$ cat src/sv/tpfc_pkg.sv
package tpfc_pkg;

   // Empty-event plane point, in cm, and the fixed-point scale
   localparam int EMPTY_MARK_CM = -9999;
   localparam int UNITS_PER_CM  = 256;

   // Entries between the front and the back
   localparam int QUEUE_DEPTH = 2;

   // Configuration register indexes
   localparam int CSR_INDEX_WIDTH = 3;

   typedef enum logic [CSR_INDEX_WIDTH-1:0] {
      CSR_PLANE_Z     = 3'd0,
      CSR_BOX_X_LOW   = 3'd1,
      CSR_BOX_X_HIGH  = 3'd2,
      CSR_BOX_Y_LOW   = 3'd3,
      CSR_BOX_Y_HIGH  = 3'd4,
      CSR_REQUIRE_ALL = 3'd5
   } tpfc_csr_type;

   // Track class decided at the front
   typedef enum logic [1:0] {
      OP_TRACK = 2'd0,
      OP_FLAT  = 2'd1,
      OP_EMPTY = 2'd2
   } tpfc_op_type;

   typedef struct packed {
      tpfc_op_type op;
      logic        last;
   } tpfc_ctl_type;

   // Back-end sequencer
   typedef enum logic [2:0] {
      ST_IDLE     = 3'd0,
      ST_MUL      = 3'd1,
      ST_DIV_LOAD = 3'd2,
      ST_DIV      = 3'd3,
      ST_ROUND    = 3'd4,
      ST_FINISH   = 3'd5
   } tpfc_state_type;

endpackage

$ cat src/sv/tpfc_queue.sv
module tpfc_queue #(
   parameter int DATA_WIDTH = 8
) (
   input  logic                   clock,
   input  logic                   reset,
   input  logic                   push,
   input  tpfc_pkg::tpfc_ctl_type push_ctl,
   input  logic [DATA_WIDTH-1:0]  push_data,
   input  logic                   pop,
   output logic                   full,
   output logic                   empty,
   output tpfc_pkg::tpfc_ctl_type head_ctl,
   output logic [DATA_WIDTH-1:0]  head_data
);

   localparam int Depth      = tpfc_pkg::QUEUE_DEPTH;
   localparam int PtrWidth   = (Depth > 1) ? $clog2(Depth) : 1;
   localparam int CountWidth = $clog2(Depth + 1);

   tpfc_pkg::tpfc_ctl_type slot_ctl_ff  [Depth];
   logic [DATA_WIDTH-1:0]  slot_data_ff [Depth];

   logic [PtrWidth-1:0]   wr_ptr_ff, wr_ptr_in;
   logic [PtrWidth-1:0]   rd_ptr_ff, rd_ptr_in;
   logic [CountWidth-1:0] count_ff, count_in;

   assign full      = (count_ff == CountWidth'(Depth));
   assign empty     = (count_ff == '0);
   assign head_ctl  = slot_ctl_ff[rd_ptr_ff];
   assign head_data = slot_data_ff[rd_ptr_ff];

   // Advance pointers with wrap, track the fill level
   always_comb begin
      wr_ptr_in = wr_ptr_ff;
      rd_ptr_in = rd_ptr_ff;
      count_in  = count_ff;
      if (push) begin
         wr_ptr_in = (wr_ptr_ff == PtrWidth'(Depth - 1)) ? '0 : wr_ptr_ff + 1'b1;
      end
      if (pop) begin
         rd_ptr_in = (rd_ptr_ff == PtrWidth'(Depth - 1)) ? '0 : rd_ptr_ff + 1'b1;
      end
      if (push && !pop) begin
         count_in = count_ff + 1'b1;
      end else if (pop && !push) begin
         count_in = count_ff - 1'b1;
      end
   end

   always_ff @(posedge clock) begin
      if (reset) begin
         wr_ptr_ff <= '0;
         rd_ptr_ff <= '0;
         count_ff  <= '0;
      end else begin
         wr_ptr_ff <= wr_ptr_in;
         rd_ptr_ff <= rd_ptr_in;
         count_ff  <= count_in;
      end
   end

   // Store the entry
   always_ff @(posedge clock) begin
      if (push) begin
         slot_ctl_ff[wr_ptr_ff]  <= push_ctl;
         slot_data_ff[wr_ptr_ff] <= push_data;
      end
   end

   a_count_bound: assert property (@(posedge clock) disable iff (reset)
      count_ff <= CountWidth'(Depth))
      else $error("queue fill level above depth");

   a_push_grows: assert property (@(posedge clock) disable iff (reset)
      push && !pop |=> count_ff == $past(count_ff) + CountWidth'(1))
      else $error("queue fill level did not grow on push");

endmodule

$ cat config.mk
export PLATFORM = sky130hd
export DESIGN_NAME = tpfc_queue
export DESIGN_NICKNAME = d
export VERILOG_FILES = /design/src/sv/tpfc_pkg.sv /design/src/sv/tpfc_queue.sv
export SDC_FILE = /design/constraint.sdc
export NUM_CORES = 1
export LEC_CHECK = 0
export BUFFER_PORTS_ARGS = -buffer_cell sky130_fd_sc_hd__buf_2
export CORE_MARGIN = 3
export CORE_UTILIZATION = 49
export DETAILED_ROUTE_END_ITERATION = 8
export MAX_ROUTING_LAYER = met4
export PLACE_DENSITY = 0.76
export SKIP_LAST_GASP = 1
export SLEW_MARGIN = 20
export SYNTH_ARGS = -nofsm -noshare
export SYNTH_HDL_FRONTEND = slang
export SYNTH_SLANG_ARGS = --single-unit
$ cat constraint.sdc
create_clock -name clock -period 1.85 [get_ports clock]
set_clock_uncertainty 0.15 [all_clocks]
set_input_delay 0.37 -clock clock [delete_from_list [all_inputs] [get_ports clock]]
set_output_delay 0.37 -clock clock [all_outputs]
set_load 0.005 [all_outputs]
==> metrics.cfg <==
[status]
outcome = complete, no violations

[yosys]
syn_area_sq_um = 997
ys_seq_area_share_pct = 76.3
synth-seq-cells = 27
ys_types = 15
synthCells = 56
synth_top_area_share_pct = 66.2
synthTopCellsByArea = edfxtp_1, mux2_2, dfxtp_1, nor2_1, xnor2_1
yosysWarnings = 0
synth_nets = 72
yosysTopAreaCell = edfxtp_1
syn_avg_cell_area_sq_um = 17.8

[placement]
place.gp.congestion = 0.633
numPortBuffers = 27
place_ws_ps = 308
hpwl_mm = 1.12

[layout]
utilization_pct = 67.0
fin_nets = 107
flow.area_growth_from_synthesis_pct = 22.3
drive_above_1_share_pct = 53.3
final_common_cell = buf_2
mostFrequentLayoutCells = buf_2, edfxtp_1, mux2_2
fillerInstances = 152
multi_input_area_sq_um = 228
seqCellArea_sq_um = 762
diodes = 0

[drt]
drt-initial-drc-count = 12
routed_wl_mm = 1.44
wl_per_cell_um = 12.5
vias_per_cell = 4.76
dr.pass1.iters = 2
ant_nets = 0
drc = 0
vias = 547

[clock_network]
postCtsSetupRepairBufs = 0
path_clk_slew_ps = 140
worstSkewPairLatency_ps = 310
cts_buffers = 3
cts_root_buffer = clkbuf_4
ctsHoldBuffers = 0
htree_levels = 1
cts_tree = built
cts_max_path_buffers = 2
cts.sinks = 27

[die]
die_height_um = 51.1
placeableCoreArea_sq_mm = 0.00182
dieArea_sq_mm = 0.00261
num_io_pins = 28
start_util_pct = 54.8
die_w_um = 51.1
std_cell_rows = 15

[global_route]
grtUsageTotal_pct = 12.9
grt_pass1_wl_mm = 2.36
grt_pass1_vias = 587
grt_overflow = 0
grt_max_degree = 17
antenna_found_initial = 0

[power_and_ir_drop]
irDropWorstVdd_mv = 0.680
p_leak_nw = 0.483
power_density_mw_per_mm2 = 916

[hold_path]
hold_path_class = in -> reg

[sta]
fin_hold_ws_ps = 83.1
rsz0062_at_grt = no
fin_ws_ps = 62.4
drv_slew = 0
max_slew_margin_pct = 87.7
setup_violations = 0
max_freq_mhz = 559
tightest_slew_ps = 183
hold_violations = 0
period_minus_slack_ps = 1790
tns_ps = 0
fin_crit_sh_pct = 96.6

[worst_setup_path]
start_kind = flip-flop
critPathMaxFanout = 6
crit_type = reg -> out
critPathRequiredTime_ps = 1330
end_kind = primary output
critical_path_arrival_ps = 1270

[flow_run]
maxCapViolCount = 0

## layout make-up
class                   instances  area share, %
multi-input cells              27           18.7
inverters                       1          0.308
clock buffers                   3           1.85
repair buffers                 31           13.5
well taps                      25           2.56
clock inverters                 1          0.615
flip-flops and latches         27           62.5
## worst max-delay path: stages (launching register included)
cell and delay, ps:
dfxtp_2 350, buf_4 140, mux2_2 340, buf_2 130
## metal layers
metal	GRT usage (%)	part of all wire, %
met1	13.4	40
met2	24.2	54
met3	1.75	6.1
met4	5.38	0
met5	-	0
## synthesized netlist by cell type
cell	instances
buf_2	1
or3_1	1
xor2_1	2
nor2b_1	1
nor2_1	5
and2b_2	1
xnor2_1	2
a21oi_1	1
dfxtp_1	5
inv_1	1
mux2_2	11
o21ai_0	1
and2_1	1
ha_1	1
edfxtp_1	22
## worst paths after layout
path	from	to	slack [ps]	depth (start not counted)
worst max-delay path	flip-flop	head_data[5]	60	3
worst min-delay path	push_data[2]	slot_data_ff[0][2]	80	1
worst max register to register	count_ff[0]	count_ff[1]	660	3
worst min register to register	count_ff[1]	count_ff[1]	360	2
## state kept, by name (all words and copies together), names as in the netlist, named ones only
signal / flops
count_ff: 2
slot_ctl_ff: 6
rd_ptr_ff: 1
wr_ptr_ff: 1
slot_data_ff: 16
## kinds of logic after synthesis
group                    synth area share, %
XOR/XNOR                                3.51
buffers and inverters                  0.877
adder cells (fa/ha/maj)                 1.25
AND/OR/NAND/NOR                         4.64
flip-flops                              76.3
multiplexers                            12.4
AO/OA/AOI/OAI                           1.00
## what timing repair did
| item | CTS | global route |
|---|---|---|
| hold endpoints to repair | 0 | 0 |
| endpoints found under the setup margin | 0 | 5 |
| gates resized for setup | 0 | 1 |
## power by group
part | switching [mW] | internal [mW] | total [mW] | leakage [nW]
logic | 0.0683 | 0.0875 | 0.156 | 0.221
clock network | 0.159 | 0.0824 | 0.242 | 0.0139
registers | 0.0167 | 0.703 | 0.720 | 0.248
## stage by stage
| step | cell area [sq um] | cells | total power, mW |
|---|---|---|---|
| after floorplan | 997 | 56 | 0.815 |
| after global routing | 1220 | 115 | 1.17 |
| after CTS | 1220 | 115 | 1.13 |
| after detailed placement | 1190 | 111 | 0.894 |
| final | 1220 | 115 | 1.12 |
| after global placement | 1190 | 111 | 0.885 |
Power figures use the tool's default switching activity.
