[src/sv/tpfc_pkg.sv]
package tpfc_pkg;

   // Empty-event plane point, in cm, and the fixed-point scale
   localparam int EMPTY_MARK_CM = -9999;
   localparam int UNITS_PER_CM  = 256;

   // Entries between the front and the back
   localparam int QUEUE_DEPTH = 2;

   // Configuration register indexes
   localparam int CSR_INDEX_WIDTH = 3;

   typedef enum logic [CSR_INDEX_WIDTH-1:0] {
      CSR_PLANE_Z     = 3'd0,
      CSR_BOX_X_LOW   = 3'd1,
      CSR_BOX_X_HIGH  = 3'd2,
      CSR_BOX_Y_LOW   = 3'd3,
      CSR_BOX_Y_HIGH  = 3'd4,
      CSR_REQUIRE_ALL = 3'd5
   } tpfc_csr_type;

   // Track class decided at the front
   typedef enum logic [1:0] {
      OP_TRACK = 2'd0,
      OP_FLAT  = 2'd1,
      OP_EMPTY = 2'd2
   } tpfc_op_type;

   typedef struct packed {
      tpfc_op_type op;
      logic        last;
   } tpfc_ctl_type;

   // Back-end sequencer
   typedef enum logic [2:0] {
      ST_IDLE     = 3'd0,
      ST_MUL      = 3'd1,
      ST_DIV_LOAD = 3'd2,
      ST_DIV      = 3'd3,
      ST_ROUND    = 3'd4,
      ST_FINISH   = 3'd5
   } tpfc_state_type;

endpackage

[src/sv/tpfc_if.sv]
interface tpfc_req_if #(parameter int COORD_WIDTH = 24);
   logic                          valid;
   logic                          ready;
   logic signed [COORD_WIDTH-1:0] begin_x;
   logic signed [COORD_WIDTH-1:0] begin_y;
   logic signed [COORD_WIDTH-1:0] begin_z;
   logic signed [COORD_WIDTH-1:0] end_x;
   logic signed [COORD_WIDTH-1:0] end_y;
   logic signed [COORD_WIDTH-1:0] end_z;
   logic                          last_track;
   logic                          empty_event;

   modport source (
      output valid, begin_x, begin_y, begin_z, end_x, end_y, end_z, last_track, empty_event,
      input  ready
   );
   modport sink (
      input  valid, begin_x, begin_y, begin_z, end_x, end_y, end_z, last_track, empty_event,
      output ready
   );
endinterface


[src/sv/tpfc_front.sv]
module tpfc_front #(
   parameter int COORD_WIDTH = 24
) (
   tpfc_req_if.sink                              req_bus,
   input  logic signed [COORD_WIDTH-1:0]         plane_z,
   input  logic                                  q_full,
   output logic                                  push,
   output tpfc_pkg::tpfc_ctl_type                push_ctl,
   output logic [2*COORD_WIDTH+4*(COORD_WIDTH+1)-1:0] push_data
);

   logic signed [COORD_WIDTH:0] num_x;
   logic signed [COORD_WIDTH:0] num_y;
   logic signed [COORD_WIDTH:0] dp;
   logic signed [COORD_WIDTH:0] dz;

   // Accept whenever the queue has room
   assign req_bus.ready = !q_full;
   assign push          = req_bus.valid && !q_full;

   // Form the deltas one bit wider than the coordinates
   assign num_x = $signed({req_bus.end_x[COORD_WIDTH-1], req_bus.end_x})
                - $signed({req_bus.begin_x[COORD_WIDTH-1], req_bus.begin_x});
   assign num_y = $signed({req_bus.end_y[COORD_WIDTH-1], req_bus.end_y})
                - $signed({req_bus.begin_y[COORD_WIDTH-1], req_bus.begin_y});
   assign dp    = $signed({plane_z[COORD_WIDTH-1], plane_z})
                - $signed({req_bus.begin_z[COORD_WIDTH-1], req_bus.begin_z});
   assign dz    = $signed({req_bus.end_z[COORD_WIDTH-1], req_bus.end_z})
                - $signed({req_bus.begin_z[COORD_WIDTH-1], req_bus.begin_z});

   // Classify: empty event, track parallel to the plane, or a real track
   always_comb begin
      push_ctl.last = req_bus.last_track;
      if (req_bus.empty_event) begin
         push_ctl.op = tpfc_pkg::OP_EMPTY;
      end else if (dz == '0) begin
         push_ctl.op = tpfc_pkg::OP_FLAT;
      end else begin
         push_ctl.op = tpfc_pkg::OP_TRACK;
      end
   end

   assign push_data = {req_bus.begin_x, req_bus.begin_y, num_x, num_y, dp, dz};

endmodule

[src/flat_wrapper.sv]
// flat-port wrapper written by rule: the top's interface ports become plain ports
module tpfc_front_flat 
#(
   parameter int COORD_WIDTH = 24
)
  (plane_z, q_full, push, push_ctl, push_data, req_bus_valid, req_bus_begin_x, req_bus_begin_y, req_bus_begin_z, req_bus_end_x, req_bus_end_y, req_bus_end_z, req_bus_last_track, req_bus_empty_event, req_bus_ready);
  tpfc_req_if #(.COORD_WIDTH(COORD_WIDTH)) req_bus_i ();
  input  logic signed [COORD_WIDTH-1:0] plane_z;
  input  logic q_full;
  output logic push;
  output tpfc_pkg::tpfc_ctl_type push_ctl;
  output logic [2*COORD_WIDTH+4*(COORD_WIDTH+1)-1:0] push_data;
  input wire logic [$bits(req_bus_i.valid)-1:0] req_bus_valid;
  input wire logic [$bits(req_bus_i.begin_x)-1:0] req_bus_begin_x;
  input wire logic [$bits(req_bus_i.begin_y)-1:0] req_bus_begin_y;
  input wire logic [$bits(req_bus_i.begin_z)-1:0] req_bus_begin_z;
  input wire logic [$bits(req_bus_i.end_x)-1:0] req_bus_end_x;
  input wire logic [$bits(req_bus_i.end_y)-1:0] req_bus_end_y;
  input wire logic [$bits(req_bus_i.end_z)-1:0] req_bus_end_z;
  input wire logic [$bits(req_bus_i.last_track)-1:0] req_bus_last_track;
  input wire logic [$bits(req_bus_i.empty_event)-1:0] req_bus_empty_event;
  output wire logic [$bits(req_bus_i.ready)-1:0] req_bus_ready;
  assign req_bus_i.valid = req_bus_valid;
  assign req_bus_i.begin_x = req_bus_begin_x;
  assign req_bus_i.begin_y = req_bus_begin_y;
  assign req_bus_i.begin_z = req_bus_begin_z;
  assign req_bus_i.end_x = req_bus_end_x;
  assign req_bus_i.end_y = req_bus_end_y;
  assign req_bus_i.end_z = req_bus_end_z;
  assign req_bus_i.last_track = req_bus_last_track;
  assign req_bus_i.empty_event = req_bus_empty_event;
  assign req_bus_ready = req_bus_i.ready;
  tpfc_front #(.COORD_WIDTH(COORD_WIDTH)) u_core (.req_bus(req_bus_i), .plane_z(plane_z), .q_full(q_full), .push(push), .push_ctl(push_ctl), .push_data(push_data));
endmodule
[config.mk]
export PLATFORM = sky130hd
export DESIGN_NAME = tpfc_front_flat
export DESIGN_NICKNAME = d
export VERILOG_FILES = /design/src/sv/tpfc_pkg.sv /design/src/sv/tpfc_if.sv /design/src/sv/tpfc_front.sv /design/src/flat_wrapper.sv
export SDC_FILE = /design/constraint.sdc
export NUM_CORES = 1
export LEC_CHECK = 0
export BUFFER_PORTS_ARGS = -buffer_cell sky130_fd_sc_hd__buf_2
export CORE_AREA = 8 8 121 123
export DETAILED_ROUTE_END_ITERATION = 8
export DIE_AREA = 0 0 129 131
export PLACE_DENSITY = 0.76
export SLEW_MARGIN = 25
export SYNTH_ARGS = -nofsm -noshare
export SYNTH_HDL_FRONTEND = slang
export SYNTH_SLANG_ARGS = --single-unit
[constraint.sdc]
create_clock -name vclk -period 6.65
set_input_delay 0.3325 -clock vclk [all_inputs]
set_output_delay 0.3325 -clock vclk [all_outputs]
set_load 0.02 [all_outputs]
==> metrics.txt <==
cell type with the largest total area after synthesis=ha_1; vias in the first global route=5,841; total global routing track utilization=18.6%; Ports=325; area delta synth->final=29.0%; Max-Cap Viols=0; Fmax=229 MHz; worst-path cell chain=buf_2 -> inv_1 -> ha_1 -> fa_1 -> nor2b_4 -> o21a_1 -> nor2_1 -> xnor2_1 -> nor4_1 -> nand4bb_4 -> or4b_1 -> or4b_1 -> or4_1 -> nor4_2 -> buf_2; CP top delay family=simple AND/OR/NAND/NOR gates; DR WL/cell=14.8 um; CP Max Fanout=2; Die X=129 um; GP Congestion=0.877; worst hold margin=0.665 ns; Clock Buffer Count=0; cts repair resizes=0; CP max stage delay=0.59 ns; initial DRC count=123; Post-CTS Setup Inserts=0; status=finished clean; Yosys warning count=0; Seq cells=0; startpoint types=input pin; cells after synthesis=714; Final min period=4.37 ns; synthesized area per cell=7.09 um2; worst hold path type=input pin to output pin; vias per cell=5.05; crit path buf inv count=3; Worst Tran Pin Value=0.626 ns; nets=1,261; register area=0 um2; critical path endpoint category=output pin; Max VDD drop=0.0828 mV; gr ovfl total=0; DR DRC count=0; CP Depth=15; HPWL after DPL=15.8 mm; Fin Setup TNS=0 ns; WS Path Type=input pin to output pin; period utilization=65.7%; synthesized net count=986; CP Launch Point=req_bus_end_z[0]; P_leak=3.80 nW; slew margin rel.=57.9%; pwr/cell area=134 nW/um2; layout cell share with drive strength beyond 1=34.8%; initial antenna violation count=2; CTS Hold Buffers Added=0; first drt pass iteration count=4; Initial Util=39.3%; Final Util=50.7%; Worst EP arrival=4.04 ns; final worst slack=2.28 ns; Core Footprint=12,900 um2; Cell Area, Synth=5060 um2; # fillers=1,290; # rows=42; vias=5,878; RSZ-0062 raised after global routing=no; area fraction of the dominant cell type after synthesis=23.7%; critical path capture point=push_ctl[1]; Final Setup Violations=0; CP max-delay cell=nor4_1; Synth area leaders=ha_1 (24%), xnor2_1 (9.3%), inv_1 (7.5%), buf_4 (7.4%), a21oi_1 (6.4%); Place WS=2.27 ns; first-pass GRT wire length=26.2 mm; final antenna-violating net count=0; critical path required time=6.32 ns; die area=16,900 um2; Yosys cell types=62; count of buffers inserted at the top-level ports=323; die height=131 um; DRT Wirelength=17.2 mm; largest net degree at the start of global routing=8; Fin. Hold Viols=0; register area share after synthesis=0%; Max Slew Vio Count=0
==> report_power, final <==
| part | internal [mW] | switching (mW) | total [mW] |
|---|---|---|---|
| Sequential | 0 | 0 | 0 |
| Clock | 0.0000000402 | 0 | 0.0000000402 |
| Combinational | 0.343 | 0.533 | 0.876 |
| Total | 0.343 | 0.533 | 0.876 |
==> metal layers <==
metal	part of all wire (%)	GRT usage (%)	vias to the layer above
li1	-	-	3027
met1	37	18.4	2588
met2	52	38.1	237
met3	9.0	4.30	26
met4	2.0	3.73	0
met5	0	0	-
==> synth_stat cells, drive strengths merged (8+ instances only) <==
cell   number
a21oi      65
xor2       24
o21a       16
nor2       46
o21ai      33
and3        8
inv       101
nor3       16
a21o       37
nand2      35
ha         96
xnor2      54
nand3      11
nor2b      17
buf        50
==> final cells by class <==
| type | instances | area (um2) | area share [%] |
|---|---|---|---|
| multi-input cells | 563 | 4310 | 66.0 |
| repair buffers | 323 | 1620 | 24.8 |
| inverters | 101 | 379 | 5.81 |
| well taps | 176 | 220 | 3.37 |
| diodes | 2 | 5.00 | 0.0767 |
==> stage by stage <==
stage	std cells	area [um2]	total power [mW]
6_report	1165	6530	0.876
5_1_grt	1165	6530	0.957
4_1_cts	1163	6520	0.882
3_5_place_dp	1163	6520	0.879
3_3_place_gp	1163	6520	0.871
2_1_floorplan	714	5060	0.611
==> layout by cell type, fill, tap and decap left out, types with 4 or more instances in the layout <==
cell,instances
nand3_1,10
buf_2,323
nand4_1,6
nor2_1,46
xnor2_1,54
a21o_1,36
and2_1,7
fa_1,4
inv_1,101
nor3_1,15
a211oi_1,6
nand2b_1,6
o21a_1,15
or3_1,5
or2_2,5
a21oi_1,65
o21ai_0,31
a31oi_1,6
a211o_1,4
ha_1,96
xor2_1,24
nand2_1,35
a41oi_1,5
and3_1,8
nor2b_1,16
==> how the worst min path moves through the flow <==
stage,endpoint,depth (start not counted),start
2_1_floorplan,req_bus_ready,1,q_full
3_3_place_gp,push_ctl[0],0,req_bus_last_track
3_5_place_dp,push_ctl[0],0,req_bus_last_track
4_1_cts,push_ctl[0],0,req_bus_last_track
5_1_grt,push_ctl[0],0,req_bus_last_track
6_report,push_ctl[0],0,req_bus_last_track
==> cells by family (layout without fill, tap and decap cells) <==
logic type | count (synthesis) | in the layout | synth area share, %
AO/OA/AOI/OAI | 211 | 211 | 28.1
AND/OR/NAND/NOR | 174 | 174 | 18.1
buffers and inverters | 151 | 424 | 14.9
adder cells (fa/ha/maj) | 100 | 100 | 25.3
XOR/XNOR | 78 | 78 | 13.5
other | 0 | 2 | 0
Note: power is estimated with default switching activity, not from simulation.
