## src/sv/tpfc_pkg.sv

```systemverilog
package tpfc_pkg;

   // Empty-event plane point, in cm, and the fixed-point scale
   localparam int EMPTY_MARK_CM = -9999;
   localparam int UNITS_PER_CM  = 256;

   // Entries between the front and the back
   localparam int QUEUE_DEPTH = 2;

   // Configuration register indexes
   localparam int CSR_INDEX_WIDTH = 3;

   typedef enum logic [CSR_INDEX_WIDTH-1:0] {
      CSR_PLANE_Z     = 3'd0,
      CSR_BOX_X_LOW   = 3'd1,
      CSR_BOX_X_HIGH  = 3'd2,
      CSR_BOX_Y_LOW   = 3'd3,
      CSR_BOX_Y_HIGH  = 3'd4,
      CSR_REQUIRE_ALL = 3'd5
   } tpfc_csr_type;

   // Track class decided at the front
   typedef enum logic [1:0] {
      OP_TRACK = 2'd0,
      OP_FLAT  = 2'd1,
      OP_EMPTY = 2'd2
   } tpfc_op_type;

   typedef struct packed {
      tpfc_op_type op;
      logic        last;
   } tpfc_ctl_type;

   // Back-end sequencer
   typedef enum logic [2:0] {
      ST_IDLE     = 3'd0,
      ST_MUL      = 3'd1,
      ST_DIV_LOAD = 3'd2,
      ST_DIV      = 3'd3,
      ST_ROUND    = 3'd4,
      ST_FINISH   = 3'd5
   } tpfc_state_type;

endpackage

```

## src/sv/tpfc_if.sv

```systemverilog


interface tpfc_rsp_if #(parameter int COORD_WIDTH = 24);
   logic                          valid;
   logic                          ready;
   logic                          event_passed;
   logic signed [COORD_WIDTH-1:0] plane_x;
   logic signed [COORD_WIDTH-1:0] plane_y;

   modport source (
      output valid, event_passed, plane_x, plane_y,
      input  ready
   );
   modport sink (
      input  valid, event_passed, plane_x, plane_y,
      output ready
   );
endinterface

```

## src/sv/tpfc_back.sv

```systemverilog
module tpfc_back #(
   parameter int COORD_WIDTH = 24
) (
   input  logic                                  clock,
   input  logic                                  reset,
   input  logic                                  q_empty,
   input  tpfc_pkg::tpfc_ctl_type                head_ctl,
   input  logic [2*COORD_WIDTH+4*(COORD_WIDTH+1)-1:0] head_data,
   output logic                                  pop,
   input  logic signed [COORD_WIDTH-1:0]         box_x_low,
   input  logic signed [COORD_WIDTH-1:0]         box_x_high,
   input  logic signed [COORD_WIDTH-1:0]         box_y_low,
   input  logic signed [COORD_WIDTH-1:0]         box_y_high,
   input  logic                                  require_all,
   tpfc_rsp_if.source                            rsp_bus
);

   localparam int ProdWidth = 2 * COORD_WIDTH + 2;
   localparam int CntWidth  = $clog2(COORD_WIDTH + 1);
   localparam longint MarkFull = longint'(tpfc_pkg::EMPTY_MARK_CM)
                               * longint'(tpfc_pkg::UNITS_PER_CM);
   localparam longint CoordMin = -(longint'(1) <<< (COORD_WIDTH - 1));
   localparam logic [COORD_WIDTH-1:0] EmptyMark =
      (MarkFull < CoordMin) ? COORD_WIDTH'(CoordMin) : COORD_WIDTH'(MarkFull);

   // |v| of a delta, fits unsigned in the same width
   function automatic logic [COORD_WIDTH:0] mag(input logic [COORD_WIDTH:0] v);
      return v[COORD_WIDTH] ? (~v + 1'b1) : v;
   endfunction

   // Apply sign to the quotient, add to the start point and saturate
   function automatic logic [COORD_WIDTH-1:0] settle(
      input logic [COORD_WIDTH-1:0] b,
      input logic [COORD_WIDTH-1:0] q,
      input logic                   ovf,
      input logic                   neg
   );
      logic [COORD_WIDTH:0]          qs;
      logic signed [COORD_WIDTH+1:0] off;
      logic signed [COORD_WIDTH+1:0] sum;
      qs  = ovf ? {1'b1, {COORD_WIDTH{1'b0}}} : {1'b0, q};
      off = neg ? -$signed({1'b0, qs}) : $signed({1'b0, qs});
      sum = $signed({{2{b[COORD_WIDTH-1]}}, b}) + off;
      if (sum[COORD_WIDTH+1:COORD_WIDTH-1] == '0 || sum[COORD_WIDTH+1:COORD_WIDTH-1] == '1) begin
         return sum[COORD_WIDTH-1:0];
      end else if (sum[COORD_WIDTH+1]) begin
         return {1'b1, {(COORD_WIDTH-1){1'b0}}};
      end else begin
         return {1'b0, {(COORD_WIDTH-1){1'b1}}};
      end
   endfunction

   // Queue head fields
   logic [COORD_WIDTH-1:0] h_begin_x, h_begin_y;
   logic [COORD_WIDTH:0]   h_num_x, h_num_y, h_dp, h_dz;
   assign {h_begin_x, h_begin_y, h_num_x, h_num_y, h_dp, h_dz} = head_data;

   tpfc_pkg::tpfc_state_type state_ff, state_in;
   tpfc_pkg::tpfc_op_type    op_ff, op_in;
   logic                     last_ff, last_in;
   logic [COORD_WIDTH-1:0]   begin_x_ff, begin_x_in, begin_y_ff, begin_y_in;
   logic [COORD_WIDTH:0]     mnum_x_ff, mnum_x_in, mnum_y_ff, mnum_y_in;
   logic [COORD_WIDTH:0]     mdp_ff, mdp_in, dmag_ff, dmag_in;
   logic                     neg_x_ff, neg_x_in, neg_y_ff, neg_y_in;
   logic [ProdWidth-1:0]     prod_x_ff, prod_x_in, prod_y_ff, prod_y_in;
   logic [COORD_WIDTH:0]     rem_x_ff, rem_x_in, rem_y_ff, rem_y_in;
   logic [COORD_WIDTH-1:0]   low_x_ff, low_x_in, low_y_ff, low_y_in;
   logic                     ovf_x_ff, ovf_x_in, ovf_y_ff, ovf_y_in;
   logic [CntWidth-1:0]      count_ff, count_in;
   logic [COORD_WIDTH-1:0]   cand_x_ff, cand_x_in, cand_y_ff, cand_y_in;
   logic                     verdict_ff, verdict_in;
   logic                     first_ff, first_in;
   logic                     stopped_ff, stopped_in;
   logic [COORD_WIDTH-1:0]   held_x_ff, held_x_in, held_y_ff, held_y_in;
   logic                     rsp_valid_ff, rsp_valid_in;
   logic                     rsp_passed_ff, rsp_passed_in;
   logic [COORD_WIDTH-1:0]   rsp_x_ff, rsp_x_in, rsp_y_ff, rsp_y_in;

   // Divider step and finish-stage helpers
   logic [COORD_WIDTH+1:0]      trial_x, trial_y, diff_x, diff_y;
   logic                        ge_x, ge_y;
   logic signed [COORD_WIDTH-1:0] point_x, point_y;
   logic                        in_box;
   logic                        emit;
   logic                        v_next, s_next, s_start;

   assign trial_x = {rem_x_ff, low_x_ff[COORD_WIDTH-1]};
   assign trial_y = {rem_y_ff, low_y_ff[COORD_WIDTH-1]};
   assign ge_x    = trial_x >= {1'b0, dmag_ff};
   assign ge_y    = trial_y >= {1'b0, dmag_ff};
   assign diff_x  = trial_x - {1'b0, dmag_ff};
   assign diff_y  = trial_y - {1'b0, dmag_ff};

   // Plane point and box test of the current track
   assign point_x = (op_ff == tpfc_pkg::OP_TRACK) ? $signed(cand_x_ff) : $signed(EmptyMark);
   assign point_y = (op_ff == tpfc_pkg::OP_TRACK) ? $signed(cand_y_ff) : $signed(EmptyMark);
   assign in_box  = (op_ff == tpfc_pkg::OP_TRACK)
                 && point_x >= box_x_low && point_x <= box_x_high
                 && point_y >= box_y_low && point_y <= box_y_high;
   assign emit    = (op_ff == tpfc_pkg::OP_EMPTY) || last_ff;

   // Fold the track into the event verdict
   always_comb begin
      s_start = first_ff ? 1'b0 : stopped_ff;
      v_next  = first_ff ? require_all : verdict_ff;
      s_next  = s_start;
      if (!s_start) begin
         if (require_all) begin
            v_next = v_next && in_box;
            s_next = !in_box;
         end else begin
            v_next = v_next || in_box;
         end
      end
   end

   // Sequencer: next state and datapath updates
   always_comb begin
      state_in      = state_ff;
      op_in         = op_ff;
      last_in       = last_ff;
      begin_x_in    = begin_x_ff;
      begin_y_in    = begin_y_ff;
      mnum_x_in     = mnum_x_ff;
      mnum_y_in     = mnum_y_ff;
      mdp_in        = mdp_ff;
      dmag_in       = dmag_ff;
      neg_x_in      = neg_x_ff;
      neg_y_in      = neg_y_ff;
      prod_x_in     = prod_x_ff;
      prod_y_in     = prod_y_ff;
      rem_x_in      = rem_x_ff;
      rem_y_in      = rem_y_ff;
      low_x_in      = low_x_ff;
      low_y_in      = low_y_ff;
      ovf_x_in      = ovf_x_ff;
      ovf_y_in      = ovf_y_ff;
      count_in      = count_ff;
      cand_x_in     = cand_x_ff;
      cand_y_in     = cand_y_ff;
      verdict_in    = verdict_ff;
      first_in      = first_ff;
      stopped_in    = stopped_ff;
      held_x_in     = held_x_ff;
      held_y_in     = held_y_ff;
      rsp_valid_in  = rsp_valid_ff && !rsp_bus.ready;
      rsp_passed_in = rsp_passed_ff;
      rsp_x_in      = rsp_x_ff;
      rsp_y_in      = rsp_y_ff;
      pop           = 1'b0;

      case (state_ff)
         tpfc_pkg::ST_IDLE: begin
            // Take the next entry; math only for real tracks before an all-mode stop
            if (!q_empty) begin
               pop        = 1'b1;
               op_in      = head_ctl.op;
               last_in    = head_ctl.last;
               begin_x_in = h_begin_x;
               begin_y_in = h_begin_y;
               mnum_x_in  = mag(h_num_x);
               mnum_y_in  = mag(h_num_y);
               mdp_in     = mag(h_dp);
               dmag_in    = mag(h_dz);
               neg_x_in   = h_num_x[COORD_WIDTH] ^ h_dp[COORD_WIDTH] ^ h_dz[COORD_WIDTH];
               neg_y_in   = h_num_y[COORD_WIDTH] ^ h_dp[COORD_WIDTH] ^ h_dz[COORD_WIDTH];
               if (head_ctl.op == tpfc_pkg::OP_TRACK && !(stopped_ff && !first_ff)) begin
                  state_in = tpfc_pkg::ST_MUL;
               end else begin
                  state_in = tpfc_pkg::ST_FINISH;
               end
            end
         end
         tpfc_pkg::ST_MUL: begin
            prod_x_in = ProdWidth'(mnum_x_ff) * ProdWidth'(mdp_ff);
            prod_y_in = ProdWidth'(mnum_y_ff) * ProdWidth'(mdp_ff);
            state_in  = tpfc_pkg::ST_DIV_LOAD;
         end
         tpfc_pkg::ST_DIV_LOAD: begin
            // Upper half at or above the divisor means the quotient saturates
            ovf_x_in = prod_x_ff[ProdWidth-1:COORD_WIDTH] >= (COORD_WIDTH+2)'(dmag_ff);
            ovf_y_in = prod_y_ff[ProdWidth-1:COORD_WIDTH] >= (COORD_WIDTH+2)'(dmag_ff);
            rem_x_in = prod_x_ff[2*COORD_WIDTH:COORD_WIDTH];
            rem_y_in = prod_y_ff[2*COORD_WIDTH:COORD_WIDTH];
            low_x_in = prod_x_ff[COORD_WIDTH-1:0];
            low_y_in = prod_y_ff[COORD_WIDTH-1:0];
            count_in = CntWidth'(COORD_WIDTH);
            state_in = tpfc_pkg::ST_DIV;
         end
         tpfc_pkg::ST_DIV: begin
            // One restoring step per axis per cycle
            rem_x_in = ge_x ? diff_x[COORD_WIDTH:0] : trial_x[COORD_WIDTH:0];
            rem_y_in = ge_y ? diff_y[COORD_WIDTH:0] : trial_y[COORD_WIDTH:0];
            low_x_in = {low_x_ff[COORD_WIDTH-2:0], ge_x};
            low_y_in = {low_y_ff[COORD_WIDTH-2:0], ge_y};
            count_in = count_ff - 1'b1;
            if (count_ff == CntWidth'(1)) begin
               state_in = tpfc_pkg::ST_ROUND;
            end
         end
         tpfc_pkg::ST_ROUND: begin
            cand_x_in = settle(begin_x_ff, low_x_ff, ovf_x_ff, neg_x_ff);
            cand_y_in = settle(begin_y_ff, low_y_ff, ovf_y_ff, neg_y_ff);
            state_in  = tpfc_pkg::ST_FINISH;
         end
         tpfc_pkg::ST_FINISH: begin
            // Hold while a result is due and the output register is still full
            if (!emit || !rsp_valid_ff || rsp_bus.ready) begin
               state_in = tpfc_pkg::ST_IDLE;
               if (op_ff == tpfc_pkg::OP_EMPTY) begin
                  first_in      = 1'b1;
                  stopped_in    = 1'b0;
                  rsp_valid_in  = 1'b1;
                  rsp_passed_in = !require_all;
                  rsp_x_in      = EmptyMark;
                  rsp_y_in      = EmptyMark;
               end else begin
                  verdict_in = v_next;
                  stopped_in = s_next;
                  first_in   = last_ff;
                  if (!s_start) begin
                     held_x_in = point_x;
                     held_y_in = point_y;
                  end
                  if (last_ff) begin
                     rsp_valid_in  = 1'b1;
                     rsp_passed_in = v_next;
                     rsp_x_in      = s_start ? held_x_ff : point_x;
                     rsp_y_in      = s_start ? held_y_ff : point_y;
                  end
               end
            end
         end
         default: begin
            state_in = tpfc_pkg::ST_IDLE;
         end
      endcase
   end

   // Control state
   always_ff @(posedge clock) begin
      if (reset) begin
         state_ff     <= tpfc_pkg::ST_IDLE;
         verdict_ff   <= 1'b0;
         first_ff     <= 1'b1;
         stopped_ff   <= 1'b0;
         rsp_valid_ff <= 1'b0;
      end else begin
         state_ff     <= state_in;
         verdict_ff   <= verdict_in;
         first_ff     <= first_in;
         stopped_ff   <= stopped_in;
         rsp_valid_ff <= rsp_valid_in;
      end
   end

   // Datapath registers
   always_ff @(posedge clock) begin
      op_ff         <= op_in;
      last_ff       <= last_in;
      begin_x_ff    <= begin_x_in;
      begin_y_ff    <= begin_y_in;
      mnum_x_ff     <= mnum_x_in;
      mnum_y_ff     <= mnum_y_in;
      mdp_ff        <= mdp_in;
      dmag_ff       <= dmag_in;
      neg_x_ff      <= neg_x_in;
      neg_y_ff      <= neg_y_in;
      prod_x_ff     <= prod_x_in;
      prod_y_ff     <= prod_y_in;
      rem_x_ff      <= rem_x_in;
      rem_y_ff      <= rem_y_in;
      low_x_ff      <= low_x_in;
      low_y_ff      <= low_y_in;
      ovf_x_ff      <= ovf_x_in;
      ovf_y_ff      <= ovf_y_in;
      count_ff      <= count_in;
      cand_x_ff     <= cand_x_in;
      cand_y_ff     <= cand_y_in;
      held_x_ff     <= held_x_in;
      held_y_ff     <= held_y_in;
      rsp_passed_ff <= rsp_passed_in;
      rsp_x_ff      <= rsp_x_in;
      rsp_y_ff      <= rsp_y_in;
   end

   assign rsp_bus.valid        = rsp_valid_ff;
   assign rsp_bus.event_passed = rsp_passed_ff;
   assign rsp_bus.plane_x      = rsp_x_ff;
   assign rsp_bus.plane_y      = rsp_y_ff;

   a_div_count: assert property (@(posedge clock) disable iff (reset)
      state_ff == tpfc_pkg::ST_DIV |-> count_ff != '0)
      else $error("divider running with zero step count");

   a_rsp_from_finish: assert property (@(posedge clock) disable iff (reset)
      $rose(rsp_valid_ff) |-> $past(state_ff == tpfc_pkg::ST_FINISH))
      else $error("result raised outside the finish step");

   a_stop_all_mode: assert property (@(posedge clock) disable iff (reset)
      $rose(stopped_ff) |-> $past(require_all))
      else $error("early stop set in any-track mode");

endmodule

```

## src/flat_wrapper.sv

```systemverilog
// flat-port wrapper written by rule: the top's interface ports become plain ports
module tpfc_back_flat 
#(
   parameter int COORD_WIDTH = 24
)
  (clock, reset, q_empty, head_ctl, head_data, pop, box_x_low, box_x_high, box_y_low, box_y_high, require_all, rsp_bus_valid, rsp_bus_event_passed, rsp_bus_plane_x, rsp_bus_plane_y, rsp_bus_ready);
  tpfc_rsp_if #(.COORD_WIDTH(COORD_WIDTH)) rsp_bus_i ();
  input  logic clock;
  input  logic reset;
  input  logic q_empty;
  input  tpfc_pkg::tpfc_ctl_type head_ctl;
  input  logic [2*COORD_WIDTH+4*(COORD_WIDTH+1)-1:0] head_data;
  output logic pop;
  input  logic signed [COORD_WIDTH-1:0] box_x_low;
  input  logic signed [COORD_WIDTH-1:0] box_x_high;
  input  logic signed [COORD_WIDTH-1:0] box_y_low;
  input  logic signed [COORD_WIDTH-1:0] box_y_high;
  input  logic require_all;
  output wire logic [$bits(rsp_bus_i.valid)-1:0] rsp_bus_valid;
  output wire logic [$bits(rsp_bus_i.event_passed)-1:0] rsp_bus_event_passed;
  output wire logic [$bits(rsp_bus_i.plane_x)-1:0] rsp_bus_plane_x;
  output wire logic [$bits(rsp_bus_i.plane_y)-1:0] rsp_bus_plane_y;
  input wire logic [$bits(rsp_bus_i.ready)-1:0] rsp_bus_ready;
  assign rsp_bus_valid = rsp_bus_i.valid;
  assign rsp_bus_event_passed = rsp_bus_i.event_passed;
  assign rsp_bus_plane_x = rsp_bus_i.plane_x;
  assign rsp_bus_plane_y = rsp_bus_i.plane_y;
  assign rsp_bus_i.ready = rsp_bus_ready;
  tpfc_back #(.COORD_WIDTH(COORD_WIDTH)) u_core (.clock(clock), .reset(reset), .q_empty(q_empty), .head_ctl(head_ctl), .head_data(head_data), .pop(pop), .box_x_low(box_x_low), .box_x_high(box_x_high), .box_y_low(box_y_low), .box_y_high(box_y_high), .require_all(require_all), .rsp_bus(rsp_bus_i));
endmodule
```

## config.mk

```make
export PLATFORM = sky130hd
export DESIGN_NAME = tpfc_back_flat
export DESIGN_NICKNAME = d
export VERILOG_FILES = /design/src/sv/tpfc_pkg.sv /design/src/sv/tpfc_if.sv /design/src/sv/tpfc_back.sv /design/src/flat_wrapper.sv
export SDC_FILE = /design/constraint.sdc
export NUM_CORES = 2
export LEC_CHECK = 0
export BUFFER_PORTS_ARGS = -buffer_cell sky130_fd_sc_hd__buf_4
export CAP_MARGIN = 15
export CORE_ASPECT_RATIO = 0.7
export CORE_MARGIN = 2
export CORE_UTILIZATION = 50
export CTS_BUF_LIST = sky130_fd_sc_hd__clkbuf_16
export CTS_CLUSTER_SIZE = 30
export DETAILED_ROUTE_END_ITERATION = 10
export PLACE_DENSITY_LB_ADDON = 0.2
export SETUP_SLACK_MARGIN = 0.1
export SKIP_CTS_REPAIR_TIMING = 1
export SKIP_LAST_GASP = 1
export SLEW_MARGIN = 5
export SYNTH_ARGS = -nofsm -noshare
export SYNTH_HDL_FRONTEND = slang
export SYNTH_SLANG_ARGS = --single-unit
```

## constraint.sdc

```tcl
create_clock -name clock -period 19 [get_ports clock]
set_clock_uncertainty 0.1 [all_clocks]
set_input_delay 2.85 -clock clock [delete_from_list [all_inputs] [get_ports clock]]
set_output_delay 2.85 -clock clock [all_outputs]
set_load 0.03 [all_outputs]
```

==> impl_summary.md <==
Yosys
The fraction of registers with async set/reset is 0%. The average instance area after synthesis is 9.568 um^2. In the synthesized netlist, the number of instances is 7467. The most common cell in the synthesized netlist is inv_1. Of the synthesized area, sequential elements account for 21.34%.

By count the netlist is led by 1379 x inv_1, 1056 x fa_1, 941 x nand2_1, 729 x and2_1, 624 x ha_1. The top-area cell type share of the netlist area is 29.59%. The number of flip-flops and latches in the synthesized netlist is 510. Ranked by total cell area, the synthesized netlist is headed by fa_1 30%, edfxtp_1 21%, ha_1 11%. The count of synthesis-stage warnings from yosys is 0. The mapped netlist covers 71450 um^2. For this run, the leading register cell type out of synthesis is edfxtp_1.

The number of unique standard cell types used by synthesis is 99. Synthesis produced a netlist with a net count of 9399. Counting flops with a built-in enable in the synthesized netlist gives 503. The post-synthesis cell type with the largest combined area is fa_1.

STA
The number of setup violations in the final report is 0. The maximum achievable frequency is 115.9 MHz. The clock period minus final worst setup slack is 8.629 ns. The number of slew-limit violations in the final report came to 0. The worst pin sits at a relative slew slack of 5.278%. At the pin with the least slew margin, the transition time is 1.385 ns. Setup repair after global routing left no endpoint under its margin.

The tightest hold path in the finished design has a slack of 0.4011 ns. In the finished design, the share of the clock period the worst path needs comes to 45.42%. The hold violation count in the final report is 0. In the final timing run, aggregate negative setup slack is 0 ns.

Clock tree
The clock passes through at most 3 buffers. After clock tree synthesis, the clock-pin slew on the worst setup and hold paths is 0.07 ns. TritonCTS built the clock tree. The later-pin clock latency in the skew report is 0.72 ns.

In this run the clock root is driven by a clkbuf_16. The CTS sink count is 510. Clock tree synthesis inserted a total of 59 buffers. The maximum level of the CTS H-tree is 2.

Critical path
The cell count along the critical path is 22. STA classifies the critical path startpoint as a flip-flop. In this run the worst setup path terminates at u_core.prod_y_ff[48].

The delay of the slowest critical-path stage is 1.09 ns. The depth of the most critical reg-to-reg path is 22. Walking the worst path, the cells encountered are and2_1 -> fa_1 -> fa_1 -> inv_1 -> fa_1 -> inv_1 -> fa_1 -> inv_1 -> fa_1 -> inv_1 -> fa_1 -> fa_1 -> ha_1 -> a21oi_1 -> o21ai_0 -> a2bb2oi_1 -> a21oi_1 -> o21ai_0 -> a311oi_1 -> a2111oi_0 -> nor3_1 -> xor2_1. For flop-to-flop paths, the worst setup slack is 10.37 ns.

The launching instance or port of the critical path is u_core.mnum_y_ff[16]. The number of buffers and inverters on the critical path is 4. STA puts the critical path data arrival time at 8.98 ns. The worst setup path is captured at a flip-flop.

The critical path in this run is classified as flip-flop to flip-flop. By instance count, the cell type seen most on the critical path is fa_1. The cell with the biggest individual delay on the critical path is edfxtp_1. The source of the worst register-to-register timing path is u_core.mnum_y_ff[16]. The worst register-to-register path ends at u_core.prod_y_ff[48]. The peak fanout along the critical path is 25. The largest delay contributor family on the critical path is adder cells. The required time at the worst-slack endpoint is 19.35 ns.

Job
The number of max-cap violations is 0.

Detailed routing
The iteration count of the initial detailed-routing pass is 5. The number of antenna-violating nets in the routed design is 0. The detailed router finished its first iteration with 4556 violations. The routed layout has 52300 vias.

In the routed layout, each cell is associated on average with a via count of 5.491. The total routed wirelength is 197800 um. The detailed-route DRC error count is 0.

Dividing the detail-routed wire length by the instance count gives 20.77 um.

Placement
The placed wire-length estimate after detailed placement is 152800 um. The final estimated routing congestion in global placement is 0.9058. Input and output buffers added on the ports amount to 302.

GRT
The initial antenna violation count is 7. After global routing the overflow that remains totals 0. The number of global-route vias before repair is 53220. The wire length of the first global-routing pass is 309200 um.

The maximum number of pins on one net before global-route repair is 75. In the global route stage, overall resource usage came out at 27.19%.

Finish
Measured on the finished design, the core utilization comes to 54.53%. The count of nets after finishing is 9514. The post-route netlist has 8.031% of its cells at a drive strength greater than 1. Relative to the synthesized area, the layout overhead comes to 8.665%. The filler cells instantiated in the layout total 12720.

Floorplan
The initial utilization of the core area, before any placement, comes to 50.18%. The number of top-level pins is 303. The total die area is 146000 um^2.

From bottom edge to top edge, the die measures 320.3 um. The region available for standard cell placement spans 142400 um^2. Measured along the x axis, the die boundary spans 455.8 um. The floorplan has 116 rows.

Worst hold path
The class of the tightest hold or removal check is flip-flop to flip-flop.

Status
The run finished with clean final reports.
[layer usage]
metal	share of wire [%]	global-route usage (%)	up-vias	wire length, um
li1	-	-	23930	-
met1	46	40.09	26190	90090
met2	44	42.03	1986	87090
met3	8.6	5.082	191	16940
met4	1.8	5.230	2	3649
met5	0.0071	0	-	14
[registers in the layout, summed over array words and instances (netlist names), 25 cells and up]
name,flops
u_core.prod_y_ff,50
u_core.mdp_ff,25
u_core.mnum_x_ff,25
u_core.rem_y_ff,25
u_core.mnum_y_ff,25
u_core.rem_x_ff,25
u_core.prod_x_ff,50
u_core.dmag_ff,25
[cells by family after synthesis]
logic type	after synthesis	synth area share (%)
and+or+nand+nor	2242	15.66
buffers and inverters	1709	9.057
xor gates and xnor gates	299	3.686
DFF	510	21.34
muxes	62	0.9246
AOI/OAI and AO/OA	965	8.817
adders and majority gates	1680	40.52
[cell type report]
| type | count | area (um^2) | area share, % |
|---|---|---|---|
| Inverter | 1381 | 5184 | 6.677 |
| Tap cell | 1888 | 2362 | 3.043 |
| Sequential cell | 510 | 15240 | 19.64 |
| Clock buffer | 59 | 1476 | 1.902 |
| Antenna cell | 3 | 7.507 | 0.009669 |
| Timing Repair Buffer | 382 | 2955 | 3.807 |
| Clock inverter | 53 | 598.1 | 0.7703 |
| Multi-Input combinational cell | 5248 | 49810 | 64.16 |
[cells in the final DEF, fill, tap and decap left out, types with 26 or more instances in the layout]
cell type,n
nor3_1,45
nand2b_1,36
o21bai_1,40
ha_1,624
mux2i_1,30
nand3_1,49
a21oi_1,256
mux2_2,31
or2_2,30
o21a_1,39
nor2_1,200
buf_4,377
nand2_1,940
xor2_1,74
and2_1,728
a211oi_1,26
fa_1,1056
edfxtp_1,503
inv_1,1381
nor2b_1,54
o21ai_0,229
a21o_1,141
clkbuf_16,59
o31ai_1,54
nand4_1,37
xnor2_1,223
[metrics by stage]
step                      std cells  worst slack [ns]  area (um^2)
after floorplan                7467             4.582        71450
after global placement         9404             10.65        75430
after detailed placement       9404             10.61        75430
after CTS                      9516             10.58        77510
after global routing           9522             10.10        77630
final                          9524             10.37        77640
[tightest hold or removal path, stage by stage (launching register included)]
cell and delay, ns:
edfxtp_1 0.32, nand2_1 0.05, nand2_1 0.06
[worst min-delay path by stage]
stage	end	cells past startpoint	slack, ns	startpoint
6_report	u_core.low_x_ff[20]	2	0.40	u_core.prod_x_ff[20]
5_1_grt	u_core.low_x_ff[20]	2	0.42	u_core.prod_x_ff[20]
4_1_cts	u_core.low_x_ff[20]	2	0.39	u_core.prod_x_ff[20]
2_1_floorplan	u_core.low_y_ff[10]	2	0.39	u_core.prod_y_ff[10]
3_5_place_dp	u_core.low_y_ff[2]	2	0.40	u_core.prod_y_ff[2]
3_3_place_gp	u_core.low_y_ff[15]	2	0.40	u_core.prod_y_ff[15]
Power is not shown: default switching activity piles up to over one toggle a cycle in this logic, so the estimate is an artifact.
